<file path="src/rtl/ucre_pkg.sv">
`timescale 1ns / 1ps

package ucre_pkg;

	// Serial frame: start bit, eight data bits LSB first, stop bit.
	localparam int unsigned FrameBits = 10;

	localparam logic [3:0] FRAME_BITS = 4'(FrameBits);

	// Reset values of the timing registers.
	localparam logic [15:0] BIT_TICKS_RESET      = 16'd104;
	localparam logic [14:0] HALF_BIT_TICKS_RESET = 15'd52;

	// Relay command characters.
	localparam logic [7:0] CMD_SET_A   = 8'h49; // 'I'
	localparam logic [7:0] CMD_SET_B   = 8'h4A; // 'J'
	localparam logic [7:0] CMD_CLEAR_A = 8'h4F; // 'O'
	localparam logic [7:0] CMD_CLEAR_B = 8'h50; // 'P'

	// Configuration register indexes.
	typedef enum logic [0:0] {
		CFG_BIT_TICKS      = 1'b0,
		CFG_HALF_BIT_TICKS = 1'b1
	} cfg_idx_t;

	// Line activity of the half-duplex port.
	typedef enum logic [2:0] {
		MODE_IDLE = 3'b001,
		MODE_RECV = 3'b010,
		MODE_SEND = 3'b100
	} mode_t;

endpackage

</file>
<file path="src/rtl/uart_command_relay_echo.sv">
`timescale 1ns / 1ps
// A tick accepted on the input side is captured in the input register. Its result is then
// loaded into the output register, from which it is offered, when that register is empty
// or its current result is transferring out.
// Throughput: one tick per clock cycle while the output channel is not stalled.
// Reset (arst_n low, asynchronous): line idle, relay state energized, last byte zero,
// bit_ticks 104, half_bit_ticks 52, both pipeline registers empty.
module uart_command_relay_echo (
	input  logic                clk,
	input  logic                arst_n,
	// Tick channel
	input  logic                in_valid,
	output logic                in_stall,
	input  logic                rxd,
	// Result channel
	output logic                out_valid,
	input  logic                out_stall,
	output logic                txd,
	output logic                relay_a,
	output logic                relay_b,
	output logic                rx_strobe,
	output logic [7:0]          rx_data,
	output logic                frame_error,
	// Configuration write port
	input  logic                cfg_we,
	input  ucre_pkg::cfg_idx_t  cfg_index,
	input  logic [15:0]         cfg_data
);
	import ucre_pkg::*;

	// Configuration registers.
	logic [15:0] bit_ticks_q;
	logic [14:0] half_bit_ticks_q;

	// Input stage: one sampled receive level per transfer.
	logic valid_s1;
	logic rxd_s1;

	// Output stage: the result of the tick, as seen after its state update.
	logic       valid_s2;
	logic       txd_s2;
	logic       relay_a_s2;
	logic       relay_b_s2;
	logic       rx_strobe_s2;
	logic [7:0] rx_data_s2;
	logic       frame_error_s2;

	// Persistent line state.
	mode_t       mode_q;
	logic        line_prev_q;
	logic [15:0] tick_timer_q;
	logic [3:0]  bits_left_q;
	logic [9:0]  frame_shift_q;
	logic        line_out_q;
	logic        relay_a_q;
	logic        relay_b_q;
	logic [7:0]  last_byte_q;

	// Next-state values.
	mode_t       mode_d;
	logic [15:0] tick_timer_d;
	logic [3:0]  bits_left_d;
	logic [9:0]  frame_shift_d;
	logic        line_out_d;
	logic        relay_a_d;
	logic        relay_b_d;
	logic [7:0]  last_byte_d;
	logic        strobe_d;
	logic        ferr_d;

	logic       advance;
	logic       start_edge;
	logic       fires;
	logic [3:0] bits_dec;
	logic [9:0] rx_shift;
	logic [7:0] rx_byte;

	// The output register can take a new result when it is empty or its
	// current result is being transferred out this cycle. The tick held in
	// the input stage moves on at exactly those edges, which is also when
	// the line state is updated.
	assign advance  = valid_s1 && (!valid_s2 || !out_stall);
	assign in_stall = valid_s1 && !advance;

	assign start_edge = line_prev_q && !rxd_s1;
	// The period timer expires when it has counted down to one or below;
	// a period of zero therefore behaves like a period of one.
	assign fires    = (tick_timer_q <= 16'd1);
	assign bits_dec = bits_left_q - 4'd1;
	// Receive samples enter at the top so that after ten of them the start
	// bit sits at bit 0 and the stop bit at bit 9.
	assign rx_shift = {rxd_s1, frame_shift_q[9:1]};
	assign rx_byte  = rx_shift[8:1];

	always_comb begin
		mode_d        = mode_q;
		tick_timer_d  = tick_timer_q;
		bits_left_d   = bits_left_q;
		frame_shift_d = frame_shift_q;
		line_out_d    = line_out_q;
		relay_a_d     = relay_a_q;
		relay_b_d     = relay_b_q;
		last_byte_d   = last_byte_q;
		strobe_d      = 1'b0;
		ferr_d        = 1'b0;

		if (mode_q != MODE_RECV && start_edge) begin
			// A start edge also cuts short any echo in progress.
			mode_d        = MODE_RECV;
			line_out_d    = 1'b1;
			tick_timer_d  = {1'b0, half_bit_ticks_q};
			bits_left_d   = FRAME_BITS;
			frame_shift_d = '0;
		end else if (mode_q == MODE_RECV) begin
			if (fires) begin
				tick_timer_d  = bit_ticks_q;
				frame_shift_d = rx_shift;
				bits_left_d   = bits_dec;
				if (bits_dec == 4'd0) begin
					mode_d = MODE_IDLE;
					if (rx_shift[9] && !rx_shift[0]) begin
						last_byte_d = rx_byte;
						strobe_d    = 1'b1;
						case (rx_byte)
							CMD_SET_A:   relay_a_d = 1'b1;
							CMD_SET_B:   relay_b_d = 1'b1;
							CMD_CLEAR_A: relay_a_d = 1'b0;
							CMD_CLEAR_B: relay_b_d = 1'b0;
							default:     ;
						endcase
						// Echo: one bit time of mark, then the framed byte.
						mode_d        = MODE_SEND;
						line_out_d    = 1'b1;
						frame_shift_d = {1'b1, rx_byte, 1'b0};
						bits_left_d   = FRAME_BITS;
					end else begin
						ferr_d = 1'b1;
					end
				end
			end else begin
				tick_timer_d = tick_timer_q - 16'd1;
			end
		end else if (mode_q == MODE_SEND) begin
			if (fires) begin
				tick_timer_d = bit_ticks_q;
				if (bits_left_q == 4'd0) begin
					mode_d     = MODE_IDLE;
					line_out_d = 1'b1;
				end else begin
					line_out_d    = frame_shift_q[0];
					frame_shift_d = {1'b0, frame_shift_q[9:1]};
					bits_left_d   = bits_dec;
				end
			end else begin
				tick_timer_d = tick_timer_q - 16'd1;
			end
		end
	end

	// Configuration registers.
	always_ff @(posedge clk or negedge arst_n) begin
		if (!arst_n) begin
			bit_ticks_q      <= BIT_TICKS_RESET;
			half_bit_ticks_q <= HALF_BIT_TICKS_RESET;
		end else if (cfg_we) begin
			case (cfg_index)
				CFG_BIT_TICKS:      bit_ticks_q      <= cfg_data;
				CFG_HALF_BIT_TICKS: half_bit_ticks_q <= cfg_data[14:0];
				default:            ;
			endcase
		end
	end

	// Input stage.
	always_ff @(posedge clk or negedge arst_n) begin
		if (!arst_n) begin
			valid_s1 <= 1'b0;
		end else if (!in_stall) begin
			valid_s1 <= in_valid;
		end
	end

	always_ff @(posedge clk) begin
		if (in_valid && !in_stall) begin
			rxd_s1 <= rxd;
		end
	end

	// Line state, updated once per tick as it moves to the output stage.
	always_ff @(posedge clk or negedge arst_n) begin
		if (!arst_n) begin
			mode_q        <= MODE_IDLE;
			line_prev_q   <= 1'b1;
			tick_timer_q  <= '0;
			bits_left_q   <= '0;
			frame_shift_q <= '0;
			line_out_q    <= 1'b1;
			relay_a_q     <= 1'b1;
			relay_b_q     <= 1'b1;
			last_byte_q   <= '0;
		end else if (advance) begin
			mode_q        <= mode_d;
			line_prev_q   <= rxd_s1;
			tick_timer_q  <= tick_timer_d;
			bits_left_q   <= bits_left_d;
			frame_shift_q <= frame_shift_d;
			line_out_q    <= line_out_d;
			relay_a_q     <= relay_a_d;
			relay_b_q     <= relay_b_d;
			last_byte_q   <= last_byte_d;
		end
	end

	// Output stage.
	always_ff @(posedge clk or negedge arst_n) begin
		if (!arst_n) begin
			valid_s2 <= 1'b0;
		end else if (advance) begin
			valid_s2 <= 1'b1;
		end else if (!out_stall) begin
			valid_s2 <= 1'b0;
		end
	end

	always_ff @(posedge clk) begin
		if (advance) begin
			txd_s2         <= line_out_d;
			relay_a_s2     <= relay_a_d;
			relay_b_s2     <= relay_b_d;
			rx_strobe_s2   <= strobe_d;
			rx_data_s2     <= last_byte_d;
			frame_error_s2 <= ferr_d;
		end
	end

	assign out_valid   = valid_s2;
	assign txd         = txd_s2;
	assign relay_a     = relay_a_s2;
	assign relay_b     = relay_b_s2;
	assign rx_strobe   = rx_strobe_s2;
	assign rx_data     = rx_data_s2;
	assign frame_error = frame_error_s2;

	// The bit counter never runs past one frame.
	a_bits_bounded: assert property (@(posedge clk) disable iff (!arst_n)
		bits_left_q <= FRAME_BITS)
		else $error("bit counter exceeds frame length");

	// A frame is either delivered or rejected, never both.
	a_strobe_xor_error: assert property (@(posedge clk) disable iff (!arst_n)
		valid_s2 |-> !(rx_strobe_s2 && frame_error_s2))
		else $error("strobe and frame error together");

	// A delivered frame always starts its echo.
	a_strobe_starts_echo: assert property (@(posedge clk) disable iff (!arst_n)
		(advance && strobe_d) |=> (mode_q == MODE_SEND))
		else $error("valid frame did not start the echo");

	// Stalling the tick channel only happens with a tick held in the input stage.
	a_stall_needs_item: assert property (@(posedge clk) disable iff (!arst_n)
		in_stall |-> (valid_s1 && valid_s2 && out_stall))
		else $error("tick channel stalled without a blocked result");

endmodule
</file>
<file path="config.mk">
export PLATFORM = sky130hd
export DESIGN_NAME = uart_command_relay_echo
export DESIGN_NICKNAME = d
export VERILOG_FILES = /design/src/rtl/ucre_pkg.sv /design/src/rtl/uart_command_relay_echo.sv
export SDC_FILE = /design/constraint.sdc
export NUM_CORES = 1
export LEC_CHECK = 0
export BUFFER_PORTS_ARGS = -buffer_cell sky130_fd_sc_hd__clkbuf_2
export CORE_MARGIN = 5
export CORE_UTILIZATION = 50
export CTS_BUF_LIST = sky130_fd_sc_hd__clkbuf_4 sky130_fd_sc_hd__clkbuf_8
export CTS_CLUSTER_SIZE = 14
export DETAILED_ROUTE_END_ITERATION = 6
export PLACE_DENSITY = 0.78
export SLEW_MARGIN = 20
export SYNTH_ARGS = -nofsm -noshare
export SYNTH_HDL_FRONTEND = slang
export SYNTH_SLANG_ARGS = --single-unit
</file>
<file path="constraint.sdc">
create_clock -name clk -period 3.2 [get_ports clk]
set_clock_uncertainty 0.1 [all_clocks]
set_input_delay 0.32 -clock clk [delete_from_list [all_inputs] [get_ports clk]]
set_output_delay 0.32 -clock clk [all_outputs]
set_load 0.01 [all_outputs]
</file>
== Word-level counts from Yosys, hierarchy flattened ==
Index checks and enable logic that the tools add are counted.

* $lt $le $gt $ge: 1
* Bitwise operators: 4
* Add/sub/neg operators: 2
* Multiplexer cells: 57
* Reductions and logical operators: 23
* Equal/unequal tests: 12

{| class="wikitable"
|+ Operators by type and width
! operator !! count
|-
| $mux 10 || 8
|-
| $mux 16 || 4
|-
| $mux 8 || 5
|-
| $eq 8x7->1 const B || 4
|-
| $mux 4 || 8
|-
| $mux 3 || 8
|-
| $mux 1 || 22
|-
| $le 16x1->1 const B || 1
|-
| $sub 16x1->16 const B || 1
|-
| $ne 3x3->1 const B || 3
|-
| $logic_not 4->1 || 2
|-
| $logic_and 1x1->1 || 6
|-
| $logic_not 1->1 || 6
|-
| $ne 3x2->1 const B || 2
|-
| $reduce_and 2->1 || 3
|-
| $reduce_and 6->1 || 1
|-
| $reduce_bool 3->1 || 2
|-
| $reduce_and 5->1 || 1
|-
| $not 1->1 || 4
|-
| $pmux 1 s2 || 2
|-
| $reduce_or 4->1 || 1
|-
| $sub 4x1->4 const B || 1
|-
| $eq 3x2->1 const B || 1
|-
| $eq 3x3->1 const B || 1
|-
| other kinds (2) || 2
|}

* Register bits: 92

== Longest topological paths before layout ==
Gate-level depths: netlist (run 1).

* Depth after elaboration: 7
* Depth in mapped cells: 8

== Worst setup path after synthesis (run 1) ==
OpenSTA, ideal clock, no wires.

* Path kind: register -> register
* Start: reg bits_left_q[0]
* End: reg last_byte_q[0]
* Arrival time: 2.123 ns
* Path slack: 0.852 ns
* Buffers on the path: 0
* Stages on the path, launching flop included: 7
* Setup time: 0.125 ns
* Path through: dfrtp_1 -> inv_1 -> ha_1 -> nor4_1 -> o21ai_0 -> nor4_4 -> mux2_2

* Cells in the longest elaborated chain, start to end: 6

{| class="wikitable"
|+ Ends and longest elaborated chain
! element !! line !! source
|-
| start: declaration || uart_command_relay_echo.sv:52 || <nowiki>logic [3:0] bits_left_q;</nowiki>
|-
| start signal: assignment || uart_command_relay_echo.sv:205 || <nowiki>bits_left_q <= bits_left_d;</nowiki>
|-
| $sub 4x1->4 || uart_command_relay_echo.sv:89 || <nowiki>assign bits_dec = bits_left_q - 4'd1;</nowiki>
|-
| $logic_not 4->1 || uart_command_relay_echo.sv:119 || <nowiki>if (bits_dec == 4'd0) begin</nowiki>
|-
| $mux 8 || uart_command_relay_echo.sv:119 ||
|-
| $mux 8 || uart_command_relay_echo.sv:115 || <nowiki>if (fires) begin</nowiki>
|-
| $mux 8 || uart_command_relay_echo.sv:114 || <nowiki>end else if (mode_q == MODE_RECV) begin</nowiki>
|-
| $mux 8 || uart_command_relay_echo.sv:107 || <nowiki>if (mode_q != MODE_RECV && start_edge) begin</nowiki>
|-
| end signal: assignment || uart_command_relay_echo.sv:210 || <nowiki>last_byte_q <= last_byte_d;</nowiki>
|-
| end: declaration || uart_command_relay_echo.sv:57 || <nowiki>logic [7:0] last_byte_q;</nowiki>
|}

No other way between the ends.
A chain may end at the register's enable or synchronous reset.

== Worst setup path in the final report (run 1) ==
* Start: reg bits_left_q[0]
* End: reg last_byte_q[1]

The elaborated chain is that of the path after synthesis.

==> results of run 1 <==
==> report_power, final <==
part / switching [W] / leakage (nW) / total (W) / internal [W]
clock: 0.000421 / 0.110 / 0.000867 / 0.000445
sequential: 0.000238 / 1.08 / 0.00166 / 0.00142
combinational: 0.000523 / 0.922 / 0.000906 / 0.000383
total: 0.00118 / 2.11 / 0.00343 / 0.00225
==> worst min path at each step <==
stage,startpoint,to,slack [ns]
floorplan,arst_n,bit_ticks_q[0]$_DFFE_PN0P_,-0.08
finish,arst_n,out_valid$_DFFE_PN0P_,0.005
global placement,line_prev_q$_DFFE_PN1P_,line_prev_q$_DFFE_PN1P_,0.35
global route,rxd,rxd_s1$_DFFE_PP_,0.02
detailed placement,line_prev_q$_DFFE_PN1P_,line_prev_q$_DFFE_PN1P_,0.37
CTS,rxd,rxd_s1$_DFFE_PP_,0.01
==> placed cells by master, fill, tap and decap left out, drive strengths merged, types with 2 or more instances in the layout <==
cell,synthesis,final
mux2i,2,2
nor2,18,18
nand2,26,26
nand3,14,14
a21oi,10,10
clkbuf,20,45
o21ai,57,57
edfxtp,14,14
nor3b,4,4
a211oi,10,10
nand2b,4,4
o211ai,4,4
nand4,15,15
a31oi,3,3
and2,3,3
nor3,12,12
nor2b,3,3
o22ai,3,3
o311a,2,2
buf,4,16
dfstp,11,11
ha,4,4
o2bb2ai,10,10
inv,20,22
mux2,40,40
or3,2,2
a22o,4,4
o21a,3,3
dfrtp,67,67
nor4,13,13
bufinv,0,2
o31ai,8,8
or3b,3,3
and3,5,5
clkinv,0,2
==> registers in the layout (all words and copies together) (netlist names) <==
register and count:
out_valid 1, bits_left_q 4, line_prev_q 1, relay_a_q 1, txd 1, frame_error 1, relay_b_q 1, line_out_q 1
rxd_s1 1, valid_s1 1, relay_a 1, mode_q 3, rx_strobe 1, half_bit_ticks_q 15, frame_shift_q 10, last_byte_q 8
relay_b 1, tick_timer_q 16, bit_ticks_q 16, rx_data 8
==> cells by family (layout without fill, tap and decap cells) <==
| family | Yosys count | in the layout | share of synthesized area [%] |
|---|---|---|---|
| simple gates | 126 | 126 | 15.5 |
| fa+ha+maj | 4 | 4 | 1.09 |
| compound gates | 124 | 124 | 17.4 |
| flops | 92 | 92 | 52.1 |
| buf+inv | 44 | 88 | 3.69 |
| mux | 42 | 42 | 10.3 |
==> per-layer routing <==
metal / track usage, % / vias to the layer above / part of all wire [%]
met5: 0 / - / 0
met4: 8.05 / 0 / 2.1
met3: 3.74 / 24 / 5.6
met2: 31.9 / 137 / 49
met1: 25.2 / 1770 / 43
li1: - / 1698 / -
==> final cells by class <==
class,instances,area (sq um)
multi-input combinational,296,2020
timing repair buffer,52,300
fill,788,3920
clock inverter,7,98.8
clock buffer,9,124
tap,111,139
sequential,92,2390
inverter,20,75.1
==> per-stage QoR <==
step                      std cells  total power (W)  setup slack, ns
after floorplan                 432          0.00229            0.852
after global placement          571          0.00252            0.563
after detailed placement        571          0.00257            0.492
after CTS                       587          0.00344            0.466
after global routing            587          0.00363            0.251
final                           587          0.00343            0.462
==> flow_summary.yaml, run 1 <==
global_routing:
  gr-total-overflow: 0
  grt_pass1_wl_mm: 17.6
  antenna_found_initial: 0
  grt_max_degree: 79
  grt_pass1_vias: 3652
  grt_use_total_pct: 19.4
critical_path:
  r2r_slack_ns: 0.46
  cp-end-kind: "flip-flop"
  worst-setup-path-type: "flip-flop to flip-flop"
  crit_cells: 6
  r2r_start: "bits_left_q[0]$_DFFE_PN0P_"
  path_delay_family: "simple AND/OR/NAND/NOR gates"
  crit_end: "last_byte_q[1]$_DFFE_PN0P_"
  path_cells: "inv_1 -> ha_1 -> nor4_1 -> o21ai_0 -> nor4_4 -> mux2_2"
  reg2reg_to: "last_byte_q[1]$_DFFE_PN0P_"
  start_kind: "flip-flop"
  slowest_stage: "nor4_1"
  worstPathMaxFanout: 8
  reg2reg_depth: 6
  slowest_delay_ns: 0.57
  startpoint: "bits_left_q[0]$_DFFE_PN0P_"
  crit_buf_inv: 1
  worstPathRequired_ns: 3.35
  crit_arrival_ns: 2.89
timing:
  finalSetupViolations: 0
  whs_ns: 0.00477
  fin_crit_ns: 2.74
  rsz0062_at_grt: "no"
  tightest_slew_ns: 1.05
  setup-tns-final_ns: 0
  hold_viol_final: 0
  max_freq_mhz: 365
  finalCritPeriodShare_pct: 85.6
  drv_slew: 0
  slew_headroom_pct: 29.3
route:
  drc: 0
  via_count: 3629
  post_drt_wl_per_cell_um: 17.7
  drt_first_pass_iters: 6
  antenna_left: 0
  wl_mm: 10.4
  viasPerCell: 6.18
  drt_iter0_markers: 297
clock_network:
  clock-sinks: 92
  cts_resized: 0
  post_cts_buffers: 0
  cts_tree: "done"
  numCtsBuffers: 9
  h-tree-depth: 3
  cts-hold-fix-buffers: 0
  clk_latency_ns: 0.37
  clkSlewWorstSetupHoldPaths_ns: 0.09
  ctsLongestPathBuffers: 2
  root_buffer: "clkbuf_8"
logic_synthesis:
  netlist_instances: 432
  synth.area.top_cells: "dfrtp_1 37%, mux2_2 9.8%, edfxtp_1 9.2%"
  ys_async_sr_fraction_pct: 84.8
  synth_common_cells: "67 x dfrtp_1, 55 x o21ai_0, 40 x mux2_2"
  syn_area_per_cell_sq_um: 10.6
  synth-seq-cells: 92
  synth_most_common_cell: "dfrtp_1"
  synth_edf_count: 14
  yosysSeqAreaShare_pct: 52.1
  syn_nets: 459
  synth_area_sq_um: 4580
  yosys_most_used_dff: "dfrtp_1"
  yosys.area.top_type_share_pct: 36.6
  yosysTopAreaCell: "dfrtp_1"
  ys_warn_count: 0
  synth_cell_types: 52
floorplanning:
  core_sq_um: 9060
  dieHeight_um: 106
  die_w_um: 106
  rows: 35
  dieArea_sq_um: 11200
  io_pins: 38
  initial_core_util_pct: 50.5
cells_and_area:
  postLayoutCellArea_sq_um: 5150
  n_antenna_cell: 0
  syn_to_final_growth_pct: 12.4
  nets: 498
  fin_util_pct: 56.8
  drive_gt1_share_pct: 27.1
placed_design:
  dp_hpwl_mm: 7.24
  portBuffers: 37
  gp_congestion: 0.883
  placedInstanceArea_sq_um: 4920
outcome:
  status: "finished, final reports clean"
power_and_ir_drop:
  power_density_nw_per_um2: 667
  p_leak_nw: 2.11
  max-vdd-ir-drop_mv: 0.436
worst_hold_path:
  hold_class: "input pin to async pin"
run:
  maxCapViolCount: 0
No activity file was read; power rests on OpenSTA's default activity.
==> run 2, diff against run 1 <==
- CORE_ASPECT_RATIO: not set -> 0.6
- clock period: 3.2 -> 2.9 ns (I/O delays scaled with it)
==> flow_summary.yaml, run 2 (synthesis gave the netlist of run 1 again) <==
worst_hold_path:
  min_to: "valid_s1$_DFFE_PN0N_"
  holdPathStages: 2
  hp-start: "in_valid"
  hold_class: "input pin to flip-flop"
power_and_ir_drop:
  pwr-share-comb_pct: 27.9
  p_leak_nw: 2.12
  p_int_w: 0.00240
  switching_share_pct: 35.8
  max-vdd-ir-drop_mv: 0.280
  power_density_nw_per_um2: 723
  pwr-share-clk_pct: 22.9
  p_sw_w: 0.00134
  pwr-share-seq_pct: 49.3
floorplanning:
  core_sq_um: 9050
  rows: 27
  io_pins: 38
  initial_core_util_pct: 50.6
  dieHeight_um: 84.1
  dieArea_sq_um: 11200
  die_w_um: 134
clock_network:
  clk_latency_ns: 0.38
  clock-sinks: 92
  ctsLongestPathBuffers: 2
  clkSlewWorstSetupHoldPaths_ns: 0.09
  root_buffer: "clkbuf_8"
  cts_tree: "done"
  numCtsBuffers: 9
  h-tree-depth: 3
timing:
  setup-tns-final_ns: 0
  max_freq_mhz: 373
  hold_viol_final: 0
  tightest_slew_ns: 1.04
  finalCritPeriodShare_pct: 92.4
  rsz0062_at_grt: "no"
  fin_ws_ns: 0.220
  finalSetupViolations: 0
  slew_headroom_pct: 30.4
  fin_crit_ns: 2.68
  drv_slew: 0
critical_path:
  r2r_slack_ns: 0.22
  reg2reg_to: "last_byte_q[2]$_DFFE_PN0P_"
  crit_arrival_ns: 2.84
  start_kind: "flip-flop"
  worst-setup-path-type: "flip-flop to flip-flop"
  reg2reg_depth: 6
  worstPathRequired_ns: 3.06
  cp-end-kind: "flip-flop"
  worstPathMaxFanout: 8
  r2r_start: "bits_left_q[0]$_DFFE_PN0P_"
placed_design:
  dp_cells: 578
  dp_slack_ns: 0.125
  gp_congestion: 0.893
  dp_hpwl_mm: 7.81
  portBuffers: 37
cells_and_area:
  nets: 502
  final_common_cell: "dfrtp_1"
  stdcell_count: 596
  reg_top3: "bit_ticks_q x16, tick_timer_q x16, half_bit_ticks_q x15"
  syn_to_final_growth_pct: 13.0
  drive_gt1_share_pct: 27.5
  final_cell_mix: "67 x dfrtp_1, 55 x o21ai_0, 40 x mux2_2"
  n_antenna_cell: 0
global_routing:
  grt_pass1_wl_mm: 18.9
  grt_use_total_pct: 21.0
  antenna_found_initial: 0
  grt_max_degree: 79
  gr-total-overflow: 0
  grt_pass1_vias: 3598
route:
  post_drt_wl_per_cell_um: 18.9
  antenna_left: 0
  drt_iter0_markers: 367
  drc: 0
  via_count: 3713
  drt_first_pass_iters: 5
  wl_mm: 11.2
  viasPerCell: 6.23
run:
  maxCapViolCount: 0
outcome:
  status: "finished, final reports clean"
[run 2: cell count changes in the layout (fill, tap and decap cells not counted), sizes merged]
| cell | change |
|---|---|
| buf | +2 |
| bufinv | -1 |
| clkinv | +1 |
| clkinvlp | +1 |
| dlygate4sd3 | +2 |
| inv | -1 |
[run 2: power by group through the flow]
| stage | registers [W] | clock network (W) | logic (W) |
|---|---|---|---|
| 3_3_place_gp | 0.00184 | 0 | 0.000980 |
| 6_report | 0.00184 | 0.000857 | 0.00104 |
| 2_1_floorplan | 0.00178 | 0 | 0.000751 |
| 5_1_grt | 0.00188 | 0.000930 | 0.00117 |
| 3_5_place_dp | 0.00186 | 0 | 0.00100 |
| 4_1_cts | 0.00183 | 0.000874 | 0.00101 |
[run 2: layout make-up]
class / instances / area, sq um
Tap cell: 116 / 145
Multi-Input combinational cell: 296 / 2040
Clock inverter: 7 / 66.3
Timing Repair Buffer: 56 / 339
Sequential cell: 92 / 2390
Fill cell: 741 / 3880
Inverter: 20 / 75.1
Clock buffer: 9 / 124
[run 2: worst max path at each step]
stage                               startpoint                    endpoint  slack [ns]
finish              bits_left_q[0]$_DFFE_PN0P_  last_byte_q[2]$_DFFE_PN0P_        0.22
global route        bits_left_q[0]$_DFFE_PN0P_  last_byte_q[3]$_DFFE_PN0P_        0.03
CTS                 bits_left_q[0]$_DFFE_PN0P_  last_byte_q[2]$_DFFE_PN0P_        0.12
detailed placement  bits_left_q[0]$_DFFE_PN0P_  last_byte_q[0]$_DFFE_PN0P_        0.12
global placement    bits_left_q[0]$_DFFE_PN0P_  last_byte_q[1]$_DFFE_PN0P_        0.26
floorplan           bits_left_q[0]$_DFFE_PN0P_  last_byte_q[0]$_DFFE_PN0P_        0.55
[run 2: layer usage]
layer  track usage [%]  share of wire (%)  routed length (um)  vias to the layer above
li1                  -                  -                   -                     1711
met1              33.0                 49                5460                     1801
met2              28.0                 41                4600                      186
met3              6.47                9.2                1030                       15
met4              5.42                1.4                 153                        0
met5                 0                  0                   0                        -
[run 2: per-stage QoR]
step | util (%) | cell area, sq um | hold WS, ns | total power, W
finish | 57.2 | 5180 | 0.0243 | 0.00374
global route | 57.2 | 5180 | 0.0265 | 0.00398
CTS | 56.8 | 5150 | 0.00733 | 0.00372
detailed placement | 54.6 | 4950 | 0.370 | 0.00286
global placement | 54.6 | 4950 | 0.353 | 0.00282
floorplan | - | 4580 | -0.106 | 0.00253
[run 2: critical path, cell delays in order, from the launching register on]
cell and delay [ns]:
dfrtp_1 0.44, inv_1 0.10, ha_1 0.27, nor4_2 0.45
o21ai_0 0.26, nor4_4 0.54, mux2_2 0.41
[run 2: what timing repair did]
action                                  CTS  global route
setup buffers                             0             0
endpoints found under the setup margin    0            17
endpoints found under the hold margin     1            67
gates resized for setup                   0             2
hold buffers                              1             1
==> run 3, diff against run 2 <==
- ABC_AREA: not set -> 1
==> flow_summary.yaml, run 3 <==
global_routing:
  grt_pass1_vias: 3522
  grt_use_total_pct: 19.0
  grt_max_degree: 79
  grt_pass1_wl_mm: 17.3
  gr-total-overflow: 0
  antenna_found_initial: 0
critical_path:
  worstPathMaxFanout: 28
  worstPathRequired_ns: 3.05
  r2r_slack_ns: 0.55
  startpoint: "mode_q[2]$_DFFE_PN0P_"
  slowest_stage: "dfrtp_1"
  path_delay_family: "simple AND/OR/NAND/NOR gates"
  start_kind: "flip-flop"
  slowest_delay_ns: 0.41
  reg2reg_to: "bits_left_q[3]$_DFFE_PN0P_"
  cpMostUsedCell: "nand2_1"
  crit_buf_inv: 3
  reg2reg_depth: 10
  crit_arrival_ns: 2.50
  worst-setup-path-type: "flip-flop to flip-flop"
  path_cells: "inv_2 -> nand3_2 -> nand2_1 -> inv_1 -> nand2_1 -> nand2_2 -> inv_2 -> nand3_4 -> nand2_1 -> o21ai_2"
  cp-end-kind: "flip-flop"
  r2r_start: "mode_q[2]$_DFFE_PN0P_"
timing:
  finalCritPeriodShare_pct: 81.0
  hold_viol_final: 0
  tightest_slew_ns: 0.873
  slew_headroom_pct: 41.6
  drv_slew: 0
  whs_ns: 0.0242
  rsz0062_at_grt: "no"
  fin_crit_ns: 2.35
  max_freq_mhz: 426
  setup-tns-final_ns: 0
  fin_ws_ns: 0.551
  finalSetupViolations: 0
logic_synthesis:
  synth_most_common_cell: "nand2_1"
  yosysTopAreaCell: "dfrtp_1"
  synth_cell_types: 34
  netlist_instances: 578
  yosys_most_used_dff: "dfrtp_1"
  ys_warn_count: 0
  yosys.area.top_type_share_pct: 36.1
  synth.area.top_cells: "dfrtp_1 36%, nand2_1 16%, edfxtp_1 9.1%"
  synth_edf_count: 14
  syn_area_per_cell_sq_um: 8.03
  synth-seq-cells: 92
  syn_nets: 605
  ys_async_sr_fraction_pct: 84.8
  synth_common_cells: "203 x nand2_1, 67 x dfrtp_1, 64 x inv_1"
  synth_area_sq_um: 4640
  yosysSeqAreaShare_pct: 51.4
power_and_ir_drop:
  p_leak_nw: 2.54
  power_density_nw_per_um2: 749
  switching_share_pct: 38.1
  p_sw_w: 0.00146
  max-vdd-ir-drop_mv: 0.309
  pwr-share-clk_pct: 22.5
  p_int_w: 0.00237
  pwr-share-comb_pct: 30.5
  pwr-share-seq_pct: 47.0
cells_and_area:
  final_cell_mix: "203 x nand2_1, 67 x dfrtp_1, 64 x inv_1"
  reg_top3: "bit_ticks_q x16, tick_timer_q x16, half_bit_ticks_q x15"
  multi_input_area_sq_um: 1900
  postLayoutCellArea_sq_um: 5120
  nets: 641
  n_antenna_cell: 0
  final.fill_count: 839
  drive_gt1_share_pct: 16.8
  final-seq-area_sq_um: 2390
  stdcell_count: 735
  final_common_cell: "nand2_1"
  syn_to_final_growth_pct: 10.4
outcome:
  status: "finished, final reports clean"
clock_network:
  cts_tree: "done"
  ctsLongestPathBuffers: 2
  clk_latency_ns: 0.37
  root_buffer: "clkbuf_8"
  clock-sinks: 92
  numCtsBuffers: 9
  h-tree-depth: 3
  clkSlewWorstSetupHoldPaths_ns: 0.09
route:
  drt_iter0_markers: 297
  drt_first_pass_iters: 5
  post_drt_wl_per_cell_um: 13.9
  viasPerCell: 5.18
  drc: 0
  via_count: 3807
  wl_mm: 10.2
  antenna_left: 0
placed_design:
  dp_slack_ns: 0.598
  dp_cells: 717
  dp_hpwl_mm: 7.23
  gp_congestion: 0.874
  placedInstanceArea_sq_um: 4900
  portBuffers: 37
worst_hold_path:
  min_to: "bit_ticks_q[6]$_DFFE_PN1P_"
  hold_class: "input pin to flip-flop"
  hp-start: "cfg_data[6]"
  holdPathStages: 3
floorplanning:
  initial_core_util_pct: 50.9
  die_w_um: 134
  dieArea_sq_um: 11400
  rows: 27
  core_sq_um: 9120
  dieHeight_um: 84.6
  io_pins: 38
run:
  maxCapViolCount: 0
-- run 3: cell count changes after synthesis, moves of 12 or more --
cell and delta:
clkbuf_1 -12, nand2_1 +178, o21ai_2 +16, nor2_1 +34
mux2_2 -39, nand3_1 +16, inv_1 +44
-- run 3: cell type report --
type,count,area share (%)
Sequential cell,92,46.6
Multi-Input combinational cell,401,37.2
Inverter,68,4.98
Timing Repair Buffer,42,4.57
Tap cell,116,2.83
Clock buffer,10,2.57
Clock inverter,6,1.27
-- run 3: metrics by stage --
step	total power, W	util (%)
floorplan	0.00266	-
global placement	0.00292	53.7
detailed placement	0.00298	53.7
CTS	0.00384	56.0
global route	0.00411	56.1
finish	0.00383	56.1
-- run 3: power by group through the flow --
| stage | Sequential, W | Combinational (W) | Clock (W) |
|---|---|---|---|
| after global placement | 0.00181 | 0.00111 | 0 |
| after CTS | 0.00180 | 0.00116 | 0.000878 |
| after floorplan | 0.00177 | 0.000891 | 0 |
| after global routing | 0.00183 | 0.00134 | 0.000939 |
| final | 0.00180 | 0.00117 | 0.000865 |
| after detailed placement | 0.00182 | 0.00116 | 0 |
-- run 3: worst max path at each step --
stage                                             to  slack (ns)  depth (start not counted)
final                     bits_left_q[3]$_DFFE_PN0P_        0.55                         10
after global routing      bits_left_q[3]$_DFFE_PN0P_        0.37                         10
after CTS                 bits_left_q[3]$_DFFE_PN0P_        0.58                         13
after detailed placement  bits_left_q[3]$_DFFE_PN0P_        0.60                         10
after global placement    bits_left_q[3]$_DFFE_PN0P_        0.72                         13
after floorplan                 rx_data[5]$_DFFE_PP_        1.03                         12
-- run 3: per-layer routing --
metal	wire (um)	track usage [%]	vias to the layer above
li1	-	-	1894
met1	5300	29.2	1793
met4	134	6.10	0
met3	631	4.61	12
met5	0	0	-
met2	4160	26.2	108
-- run 3: cell families after synthesis --
| kind of cell | after synthesis | synth area share [%] |
|---|---|---|
| simple gates | 308 | 28.2 |
| flops | 92 | 51.4 |
| buf+inv | 85 | 7.58 |
| compound gates | 83 | 10.5 |
| xor+xnor | 5 | 0.944 |
| fa+ha+maj | 4 | 1.08 |
| mux | 1 | 0.243 |
-- run 3: worst register-to-register path: cells and delay by family, from the launching register on --
family	cells	cell delay (ns)
and+or+nand+nor	6	1.13
DFF	1	0.41
buffers and inverters	3	0.52
AOI/OAI and AO/OA	1	0.07
-- run 3: repair_timing --
item / 4_1_cts / 5_1_grt
setup buffers: 0 / 0
endpoints found under the hold margin: 1 / 67
resized for setup: 0 / 0
endpoints found under the setup margin: 0 / 0
hold buffers: 1 / 1
